<file path="config.mk">
export PLATFORM = sky130hd
export DESIGN_NAME = nrc_controller
export DESIGN_NICKNAME = d
export VERILOG_FILES = /design/src/nrc_pkg.sv /design/src/nrc_controller.sv
export VERILOG_INCLUDE_DIRS = /design/src /design/src/src
export SDC_FILE = /design/constraint.sdc
export NUM_CORES = 1
export LEC_CHECK = 0
export CORE_AREA = 5 5 42 44
export DETAILED_ROUTE_END_ITERATION = 8
export DIE_AREA = 0 0 47 49
export DONT_BUFFER_PORTS = 1
export SYNTH_ARGS = -nofsm -noshare
export SYNTH_HDL_FRONTEND = slang
export SYNTH_SLANG_ARGS = --single-unit
</file>
<file path="constraint.sdc">
create_clock -name i_clk -period 2.2 [get_ports i_clk]
set_clock_uncertainty 0.05 [all_clocks]
set_input_delay 0.22 -clock i_clk [delete_from_list [all_inputs] [get_ports i_clk]]
set_output_delay 0.22 -clock i_clk [all_outputs]
set_load 0.02 [all_outputs]
</file>
<file path="src/assert_macros.svh">
// ----------------------------------------------------------------------------
// Assertion macros shared by the canceller modules
// Each macro expands to one labeled concurrent assertion that reports by $error.
// ----------------------------------------------------------------------------
`ifndef ASSERT_MACROS_SVH
`define ASSERT_MACROS_SVH

// Checked on every rising edge outside of reset.
`define NRC_ASSERT(lbl, clk, rst_n, prop, msg) \
    lbl: assert property (@(posedge clk) disable iff (!rst_n) prop) else $error(msg);

// Checked on every rising edge, reset included.
`define NRC_ASSERT_ALWAYS(lbl, clk, prop, msg) \
    lbl: assert property (@(posedge clk) prop) else $error(msg);

`endif

</file>
<file path="src/nrc_pkg.sv">
// ----------------------------------------------------------------------------
// NLMS reference canceller package
// Shared widths, constants, register indexes and controller types.
// ----------------------------------------------------------------------------
package nrc_pkg;

    // Default sizes.
    localparam int TAPS_DEF   = 128;
    localparam int MAX_CH_DEF = 8;

    // Field widths.
    localparam int SAMPLE_W   = 16;
    localparam int CH_W       = 3;
    localparam int VAD_W      = 8;
    localparam int GAIN_W     = 11;
    localparam int RATE_W     = 14;
    localparam int COUNT_W    = 4;
    localparam int WEIGHT_W   = 24;
    localparam int CFG_IDX_W  = 4;
    localparam int CFG_DATA_W = 16;

    // Register indexes of the configuration channel.
    localparam logic [CFG_IDX_W-1:0] CFG_REF_EN  = 4'd0;
    localparam logic [CFG_IDX_W-1:0] CFG_GAIN    = 4'd1;
    localparam logic [CFG_IDX_W-1:0] CFG_RATE    = 4'd2;
    localparam logic [CFG_IDX_W-1:0] CFG_CHCOUNT = 4'd3;

    // Register reset values.
    localparam int GAIN_RESET  = 666;
    localparam int RATE_RESET  = 2621;
    localparam int COUNT_RESET = 2;

    // Arithmetic constants.
    localparam int NORM_BIAS         = 1074;     // 1e-6 in Q2.30
    localparam int WEIGHT_LIMIT      = 4194304;  // 2.0 in Q2.21
    localparam int STEP_LIMIT_SHIFT  = 40;
    localparam int GAIN_BYPASS_MAX   = 1;
    localparam int VAD_ADAPT_LIMIT   = 64;       // 0.25 in Q0.8
    localparam int ERR_SCALE_SHIFT   = 6;        // Q.15 to Q.21
    localparam int EST_ERR_SHIFT     = 15;       // Q.36 to Q.21
    localparam int GAIN_SHIFT        = 31;       // Q.46 to Q.15
    localparam int STEP_SCALE_SHIFT  = 15;
    localparam int UPD_SHIFT         = 16;       // Q.37 to Q.21

    // Controller states.
    typedef enum logic [3:0] {
        S_CLEAR,
        S_IDLE,
        S_DECIDE,
        S_HIST_WR,
        S_EST_RUN,
        S_EST_DRAIN,
        S_CALC1,
        S_CALC2,
        S_DIV_START,
        S_DIV_WAIT,
        S_UPD_RUN,
        S_UPD_DRAIN,
        S_FINISH,
        S_EMIT
    } t_ctrl_state;

    // Commands from the controller to the datapath.
    typedef struct packed {
        logic take;
        logic clear;
        logic hist_wr;
        logic est_run;
        logic upd_run;
        logic calc1;
        logic calc2;
        logic div_start;
        logic finish;
        logic emit;
    } t_ctrl_cmd;

    // Status from the datapath to the controller.
    typedef struct packed {
        logic toggle;
        logic clear_done;
        logic in_valid;
        logic active;
        logic ch_zero;
        logic adapt;
        logic last_tap;
        logic pipe_empty;
        logic div_done;
        logic out_free;
    } t_ctrl_status;

endpackage

</file>
<file path="src/nrc_controller.sv">
// ----------------------------------------------------------------------------
// NLMS reference canceller controller
// Sequences clearing, the estimate pass, the step division and the update pass.
// ----------------------------------------------------------------------------
`include "assert_macros.svh"

module nrc_controller (
    input  logic                  i_clk,
    input  logic                  i_rst_n,
    input  nrc_pkg::t_ctrl_status i_status,
    output nrc_pkg::t_ctrl_cmd    o_cmd
);
    import nrc_pkg::*;

    t_ctrl_state r_state;
    t_ctrl_state n_state;

    // State register.
    always_ff @(posedge i_clk) begin
        if (!i_rst_n) begin
            r_state <= S_CLEAR;
        end else begin
            r_state <= n_state;
        end
    end

    // Next state.
    always_comb begin
        n_state = r_state;
        if (i_status.toggle) begin
            n_state = S_CLEAR;
        end else begin
            case (r_state)
                S_CLEAR:     if (i_status.clear_done) n_state = S_IDLE;
                S_IDLE:      if (i_status.in_valid) n_state = S_DECIDE;
                S_DECIDE: begin
                    if (!i_status.active) begin
                        n_state = S_EMIT;
                    end else if (i_status.ch_zero) begin
                        n_state = S_HIST_WR;
                    end else begin
                        n_state = S_EST_RUN;
                    end
                end
                S_HIST_WR:   n_state = S_EST_RUN;
                S_EST_RUN:   if (i_status.last_tap) n_state = S_EST_DRAIN;
                S_EST_DRAIN: if (i_status.pipe_empty) n_state = S_CALC1;
                S_CALC1:     n_state = S_CALC2;
                S_CALC2:     n_state = i_status.adapt ? S_DIV_START : S_FINISH;
                S_DIV_START: n_state = S_DIV_WAIT;
                S_DIV_WAIT:  if (i_status.div_done) n_state = S_UPD_RUN;
                S_UPD_RUN:   if (i_status.last_tap) n_state = S_UPD_DRAIN;
                S_UPD_DRAIN: if (i_status.pipe_empty) n_state = S_FINISH;
                S_FINISH:    n_state = S_EMIT;
                S_EMIT:      if (i_status.out_free) n_state = S_IDLE;
                default:     n_state = S_CLEAR;
            endcase
        end
    end

    // Commands.
    always_comb begin
        o_cmd           = '0;
        o_cmd.take      = (r_state == S_IDLE) && !i_status.toggle;
        o_cmd.clear     = r_state == S_CLEAR;
        o_cmd.hist_wr   = r_state == S_HIST_WR;
        o_cmd.est_run   = r_state == S_EST_RUN;
        o_cmd.upd_run   = r_state == S_UPD_RUN;
        o_cmd.calc1     = r_state == S_CALC1;
        o_cmd.calc2     = r_state == S_CALC2;
        o_cmd.div_start = r_state == S_DIV_START;
        o_cmd.finish    = r_state == S_FINISH;
        o_cmd.emit      = (r_state == S_EMIT) && i_status.out_free;
    end

    `NRC_ASSERT_ALWAYS(a_reset_clears, i_clk, !i_rst_n |=> r_state == S_CLEAR, "no clear after reset")
    `NRC_ASSERT(a_toggle_clears, i_clk, i_rst_n, i_status.toggle |=> r_state == S_CLEAR, "enable change not cleared")
    `NRC_ASSERT(a_div_done_wait, i_clk, i_rst_n, i_status.div_done |-> r_state == S_DIV_WAIT, "unexpected quotient")
endmodule

</file>
==> implementation parameters, run 1 <==
Parameter                              Value

Drt
  Count of routing violations after the opening detailed-route iteration    9
  Final wirelength    ~1.1 mm
  Drt wl/cell    about 14 um
  Number of vias per cell    about 5.6
  DR pass1 iterations    4
  Number of vias in the routed layout    around 440
  Final antenna-violating net count    0
  Remaining routing DRC violations    0

Critical path
  Kind of launch point of the worst setup path    flip-flop
  Largest incremental delay on the critical path    0.62 ns
  Instance count on the critical path    3
  Number of buffer and inverter instances along the worst setup path    0
  Worst setup path category    reg2reg
  Crit path max fanout    15
  Type of element capturing the critical path    flip-flop
  Dominant delay contributor by cell family on the critical path    multiplexers
  Max stage delay cell, worst path    dfxtp_1
  Destination of the worst register-to-register timing path    r_state[0]$_SDFFE_PP0P_
  Critical Path Source    r_state[0]$_SDFFE_PP0P_
  Worst endpoint required time    between 2 and 2.5 ns
  Cells along the critical path    mux4_2 > o31ai_4 > mux2i_1
  Worst R2R Setup Slack    slightly below 0.4 ns
  Startpoint of the worst register-to-register path    r_state[0]$_SDFFE_PP0P_
  Critical Path AT    around 1.9 ns
  Worst R2R Path Depth    3

GRT
  GRT overflow    0
  Antenna violations before repair    0
  Total GRT Usage    0.1120
  Via count of the first global-routing pass    411
  Global-route wire length before repair    just under 2 mm
  Maximum number of pins on one net before global-route repair    17

Yosys
  Synth Area in Compound Gates    0.2493
  Share of synthesized registers carrying an async set or reset    0
  Adder-Cell Fraction of Synth Area    0
  Number of flops mapped to enable cells by yosys    0
  Post-synthesis mux area share    0.1490
  Number of distinct library cell variants in the gate-level netlist after synthesis    26
  Avg Synthesized Cell Area    between 7 and 8 um^2
  Synthesized area    around 440 um^2
  Yosys warnings    0
  Main combinational cell family by area after synthesis    simple AND/OR/NAND/NOR gates
  Number of nets produced by synthesis    approximately 70
  Seq cells post-synth    4
  Share of synthesized cell area in and, or, nand and nor gates    0.3725
  Share of the yosys chip area belonging to registers    0.1834
  Post-Synth XOR/XNOR Area    0
  Leading register cell type out of synthesis    dfxtp_1
  Syn Inst Count    60

Layout
  Area growth from synthesis to final layout    13.75%
  Antenna diode instance count    0
  Total number of nets in the final design    77
  Biggest registers after layout    r_state: 4 flops
  Ratio of cells with drive above 1 in the final layout    0.1905
  Leading cell type in the layout, fill and taps excluded    nand2_1
  Number of fillers in the final layout    ~170
  Number of standard cells in the final layout excluding fillers    79
  Number of flip-flops under the largest register name    4
  Biggest register    r_state
  Commonest cells after routing, fill and taps aside    nand2_1, nor2_1, nand2b_1, buf_4, dfxtp_1

Clocking
  Post-CTS setup buffers    0
  Number of buffers inserted during clock tree synthesis    3
  Clock tree buffer depth    2
  Later-pin clock latency in the skew report    approximately 0.24 ns
  CTS sink count    4
  Clock root cell    clkbuf_4
  TritonCTS clock tree    built
  CTS resizes    0
  Depth of the CTS H-tree    1
  Post-CTS Hold Fix Bufs    0
  Clock-pin slew of the registers on the worst-case setup and hold paths    about 0.040 ns

STA
  Time the final worst path needs with I/O delays and setup    about 1.8 ns
  Final hold vios    0
  Unrepaired setup endpoints after global routing    no
  Setup TNS after final layout    0 ns
  Share of the clock period used by the worst path    0.8239
  Maximum frequency from static timing analysis    551.7 MHz
  Setup Viol. Count Final    0
  Worst-margin pin slew    slightly below 0.5 ns
  Slew HR    0.6682
  Max Slew Vio Count    0

Hold path
  Depth of the worst hold-timing path    2
  Sink of the worst hold path    r_state[3]$_SDFFE_PP0P_
  Hold Startpoint    i_rst_n
  Class of the tightest hold or removal check    in2reg

Run status
  Result of the run    finished, final reports clean

Floorplan
  Standard-cell row count    14
  Boundary Pins    22
  Area of the placeable core    0.001401 mm^2
  Width of the chip    47 um
  Vertical die dimension    slightly below 50 um
  Effective utilization at floorplan    0.3116
  Overall die area    roughly 0.0023 mm^2

Pwr
  Pwr dens    approximately 420 mW/mm^2
  Switching power share of the total    0.2619
  Switching component of the power    0.05508 mW
  Leakage power    about 0.17 nW
  Sequential cell fraction of total power    0.384
  Clock power share    0.436
  Internal Pwr Total    roughly 0.16 mW
  Combinational share of power    0.180
  Worst ir drop on vdd    about 0.20 mV

Placement
  Port Buffers    0
  DP Wirelength    just under 900 um
  GPL Wtd Cong    0.7515
  Cell Count Post-Placement    76

Flow run
  Max_cap viols    0
logic make-up after synthesis:
logic type,count (synthesis)
flip-flops,4
buffers and inverters,5
AND/OR/NAND/NOR,33
multiplexers,5
AO/OA/AOI/OAI,13
power by group through the flow:
| stage | Combinational [mW] | Clock, mW | Sequential, mW |
|---|---|---|---|
| after floorplan | 0.0331 | 0 | 0.0783 |
| after global placement | 0.0381 | 0 | 0.0813 |
| after detailed placement | 0.0381 | 0 | 0.0818 |
| after CTS | 0.0384 | 0.0955 | 0.0806 |
| after global routing | 0.0419 | 0.101 | 0.0815 |
| final | 0.0378 | 0.0917 | 0.0808 |
cells in the mapped netlist, drive strengths merged, types with 2 or more instances:
cell,number,area share
a21o,2,0.034
clkbuf,5,0.046
dfxtp,4,0.18
mux2,2,0.052
mux2i,2,0.046
nand2,9,0.077
nand2b,5,0.072
nand3,3,0.034
nor2,8,0.069
nor3,2,0.023
o2111ai,3,0.060
o21ai,2,0.023
o22ai,2,0.029
routing by layer:
| layer | up-vias | GRT usage | share of wire |
|---|---|---|---|
| li1 | 229 | - | - |
| met1 | 192 | 0.1451 | 0.43 |
| met2 | 18 | 0.1448 | 0.45 |
| met3 | 0 | 0.05535 | 0.12 |
| met4 | 0 | 0.06452 | 0 |
| met5 | - | 0 | 0 |
final cells by class:
type	count	area, um^2	share of cell area
flip-flops and latches	4	80.08	0.1612
clock buffers	3	22.52	0.04534
well taps	16	20.02	0.04030
multi-input cells	51	336.6	0.6776
repair buffers	5	37.54	0.07557
metrics by stage:
stage / area [um^2] / hold WS, ns / worst slack [ns] / total power, mW / utilization
floorplan: 436.7 / 0.3235 / 0.5626 / 0.1113 / -
global placement: 474.2 / 0.3872 / 0.4651 / 0.1195 / 0.3384
detailed placement: 474.2 / 0.3609 / 0.3869 / 0.1199 / 0.3384
CTS: 496.7 / 0.1120 / 0.3752 / 0.2145 / 0.3545
global route: 496.7 / 0.1367 / 0.2548 / 0.2241 / 0.3545
finish: 496.7 / 0.1200 / 0.3874 / 0.2103 / 0.3545
worst max path at each step:
stage	slack (ns)	to
floorplan	0.56	o_cmd[9]
global placement	0.47	r_state[2]$_SDFFE_PP0P_
detailed placement	0.39	r_state[0]$_SDFFE_PP0P_
CTS	0.38	r_state[0]$_SDFFE_PP0P_
global route	0.25	r_state[0]$_SDFFE_PP0P_
finish	0.39	r_state[0]$_SDFFE_PP0P_
Note: power is estimated with default switching activity, not from simulation.
==> run 2, diff against run 1 <==
Clock period 2.2 ns to 1.7 ns, I/O delays scaled along.
==> run 2 against run 1 <==
  * Cell count up 3.8%
  * First-iteration DRC count decreased by 78%
  * Sequential power up 23%
  * Die area stayed put
  * Flip-flop and latch count stayed put
  * Total power up 30%
  * Register-to-register slack worse by 0.20 ns
  * Clock-buffer cell count did not move
  * Via count is 1.8% higher
  * Combinational power grew 54%
  * Non-clock buffer count up 3
  * Global-route usage decreased by 0.34 points
  * Critical endpoint is now o_cmd[2]
  * Largest power group unchanged
  * Highest routed layer unchanged
==> implementation parameters, run 2 (synthesis gave the netlist of run 1 again) <==
Parameter                              Value

STA
  Maximum frequency from static timing analysis    about 600 MHz
  Slew HR    0.7434 (+0.07516)
  Max Slew Vio Count    0 (unchanged)
  Setup Viol. Count Final    0 (unchanged)
  Unrepaired setup endpoints after global routing    no
  Worst-margin pin slew    0.3835 ns (-0.1135 ns)
  Share of the clock period used by the worst path    0.9549
  Time the final worst path needs with I/O delays and setup    ~1.6 ns
  Final hold vios    0 (unchanged)
  Setup TNS after final layout    0 ns (unchanged)

Pwr
  Pwr dens    518.5 mW/mm^2 (+22%)
  Worst ir drop on vdd    0.1292 mV (-35%)
  Overall Power    0.2731 mW (+30%)
  Leakage power    0.1857 nW (+10%)

Drt
  Number of vias per cell    5.451 (-1.9%)
  Drt wl/cell    13.76 um (-2.5%)
  Final wirelength    1.128 mm (+1.2%)
  Number of vias in the routed layout    447 (+1.8%)
  Remaining routing DRC violations    0 (unchanged)
  Count of routing violations after the opening detailed-route iteration    2 (-7)
  DR pass1 iterations    2 (-2)
  Final antenna-violating net count    0 (unchanged)

Clocking
  Depth of the CTS H-tree    1 (unchanged)
  TritonCTS clock tree    built
  Number of buffers inserted during clock tree synthesis    3 (unchanged)
  Clock root cell    clkbuf_4
  Post-CTS Hold Fix Bufs    0 (unchanged)
  Clock tree buffer depth    2 (unchanged)
  Clock-pin slew of the registers on the worst-case setup and hold paths    0.04 ns (about the same)
  CTS sink count    4 (unchanged)
  Later-pin clock latency in the skew report    0.23 ns (about the same)

Layout
  Final design instance area without fill    526.8 um^2 (+6.0%)
  Number of fillers in the final layout    163 (-1.2%)
  Biggest registers after layout    r_state: 4 flops
  Ratio of cells with drive above 1 in the final layout    0.2576 (+0.06710)
  Antenna diode instance count    0 (unchanged)
  Commonest cells after routing, fill and taps aside    nand2_1, buf_4, nor2_1, nand2b_1, dfxtp_1
  Leading cell type in the layout, fill and taps excluded    nand2_1
  Number of flip-flops under the largest register name    4 (unchanged)
  Area growth from synthesis to final layout    20.63%
  Biggest register    r_state
  Total number of nets in the final design    80 (+3.9%)

GRT
  Maximum number of pins on one net before global-route repair    14 (-3)
  Total GRT Usage    0.1085 (-0.003445)
  Antenna violations before repair    0 (unchanged)
  Global-route wire length before repair    1.856 mm (-4.2%)
  GRT overflow    0 (unchanged)
  Via count of the first global-routing pass    449 (+9.2%)

Placement
  GPL Wtd Cong    0.7848 (+4.4%)
  Cell area after placement    496.7 um^2 (+4.7%)
  DP Wirelength    911.7 um (+4.9%)
  Port Buffers    0 (unchanged)

Critical path
  Cells along the critical path    buf_4 > or2_2 > nor2_1
  Crit path max fanout    13 (-2)
  Type of element capturing the critical path    output port
  Max stage delay cell, worst path    or2_2
  Worst setup path category    reg2out
  Largest incremental delay on the critical path    0.34 ns (-0.28 ns)
  Worst endpoint required time    1.48 ns (-0.83 ns)
  Dominant delay contributor by cell family on the critical path    simple AND/OR/NAND/NOR gates
  Critical Path AT    1.40 ns (-0.52 ns)
  Kind of launch point of the worst setup path    flip-flop
  Number of buffer and inverter instances along the worst setup path    1 (+1)

Floorplan
  Effective utilization at floorplan    0.3116 (unchanged)
  Vertical die dimension    49 um (unchanged)
  Boundary Pins    22 (unchanged)
  Width of the chip    47 um (unchanged)
  Overall die area    0.002303 mm^2 (unchanged)
  Area of the placeable core    0.001401 mm^2 (unchanged)
  Standard-cell row count    14 (unchanged)

Hold path
  Class of the tightest hold or removal check    in2reg

Run status
  Result of the run    finished, final reports clean

Flow run
  Max_cap viols    0 (unchanged)
run 2: cell count changes in the layout (fill, tap and decap cells not counted):
| cell | before | now |
|---|---|---|
| buf_4 | 5 | 8 |
| nor2_1 | 8 | 7 |
| nor2_2 | 0 | 1 |
| nor3_1 | 2 | 1 |
| nor3_2 | 0 | 1 |
run 2: path summary, 6_finish.rpt:
kind                           start                      end  slack, ns  cells after the start
max reg2reg  r_state[0]$_SDFFE_PP0P_  r_state[2]$_SDFFE_PP0P_       0.19                      3
max          r_state[0]$_SDFFE_PP0P_                 o_cmd[2]       0.08                      3
min                          i_rst_n  r_state[3]$_SDFFE_PP0P_       0.07                      2
min reg2reg  r_state[1]$_SDFFE_PP0P_  r_state[3]$_SDFFE_PP0P_       0.54                      2
run 2: metal layers:
metal  GRT usage  wire [um]
met1      0.1388        497
met5           0          0
met2      0.1538        545
met4     0.08295          0
met3     0.01845         85
run 2: repair_timing:
item,in CTS,in global routing
endpoints found under the setup margin,0,2
resized for setup,0,2
buffers inserted,0,0
run 2: where the power goes:
group          internal, mW  switching [mW]  total [mW]  leakage [nW]
Clock                0.0788          0.0365       0.115        0.0138
Combinational        0.0283          0.0300      0.0583         0.139
Sequential           0.0968         0.00280      0.0996        0.0324
Total                 0.204          0.0693       0.273         0.186
run 2: area by class of cell:
type	count	area, um^2	area share
repair buffers	8	60.06	0.1140
clock buffers	3	22.52	0.04276
well taps	16	20.02	0.03800
flip-flops and latches	4	80.08	0.1520
multi-input cells	51	344.1	0.6532
run 2: through the flow:
step / instances / hold slack, ns / worst slack (ns) / util
finish: 82 / 0.06987 / 0.07666 / 0.3759
global route: 82 / 0.08889 / 0.009391 / 0.3759
CTS: 82 / 0.06401 / 0.03722 / 0.3705
detailed placement: 79 / 0.3104 / 0.1967 / 0.3545
global placement: 79 / 0.3166 / 0.2268 / 0.3545
floorplan: 60 / 0.2735 / 0.1126 / -
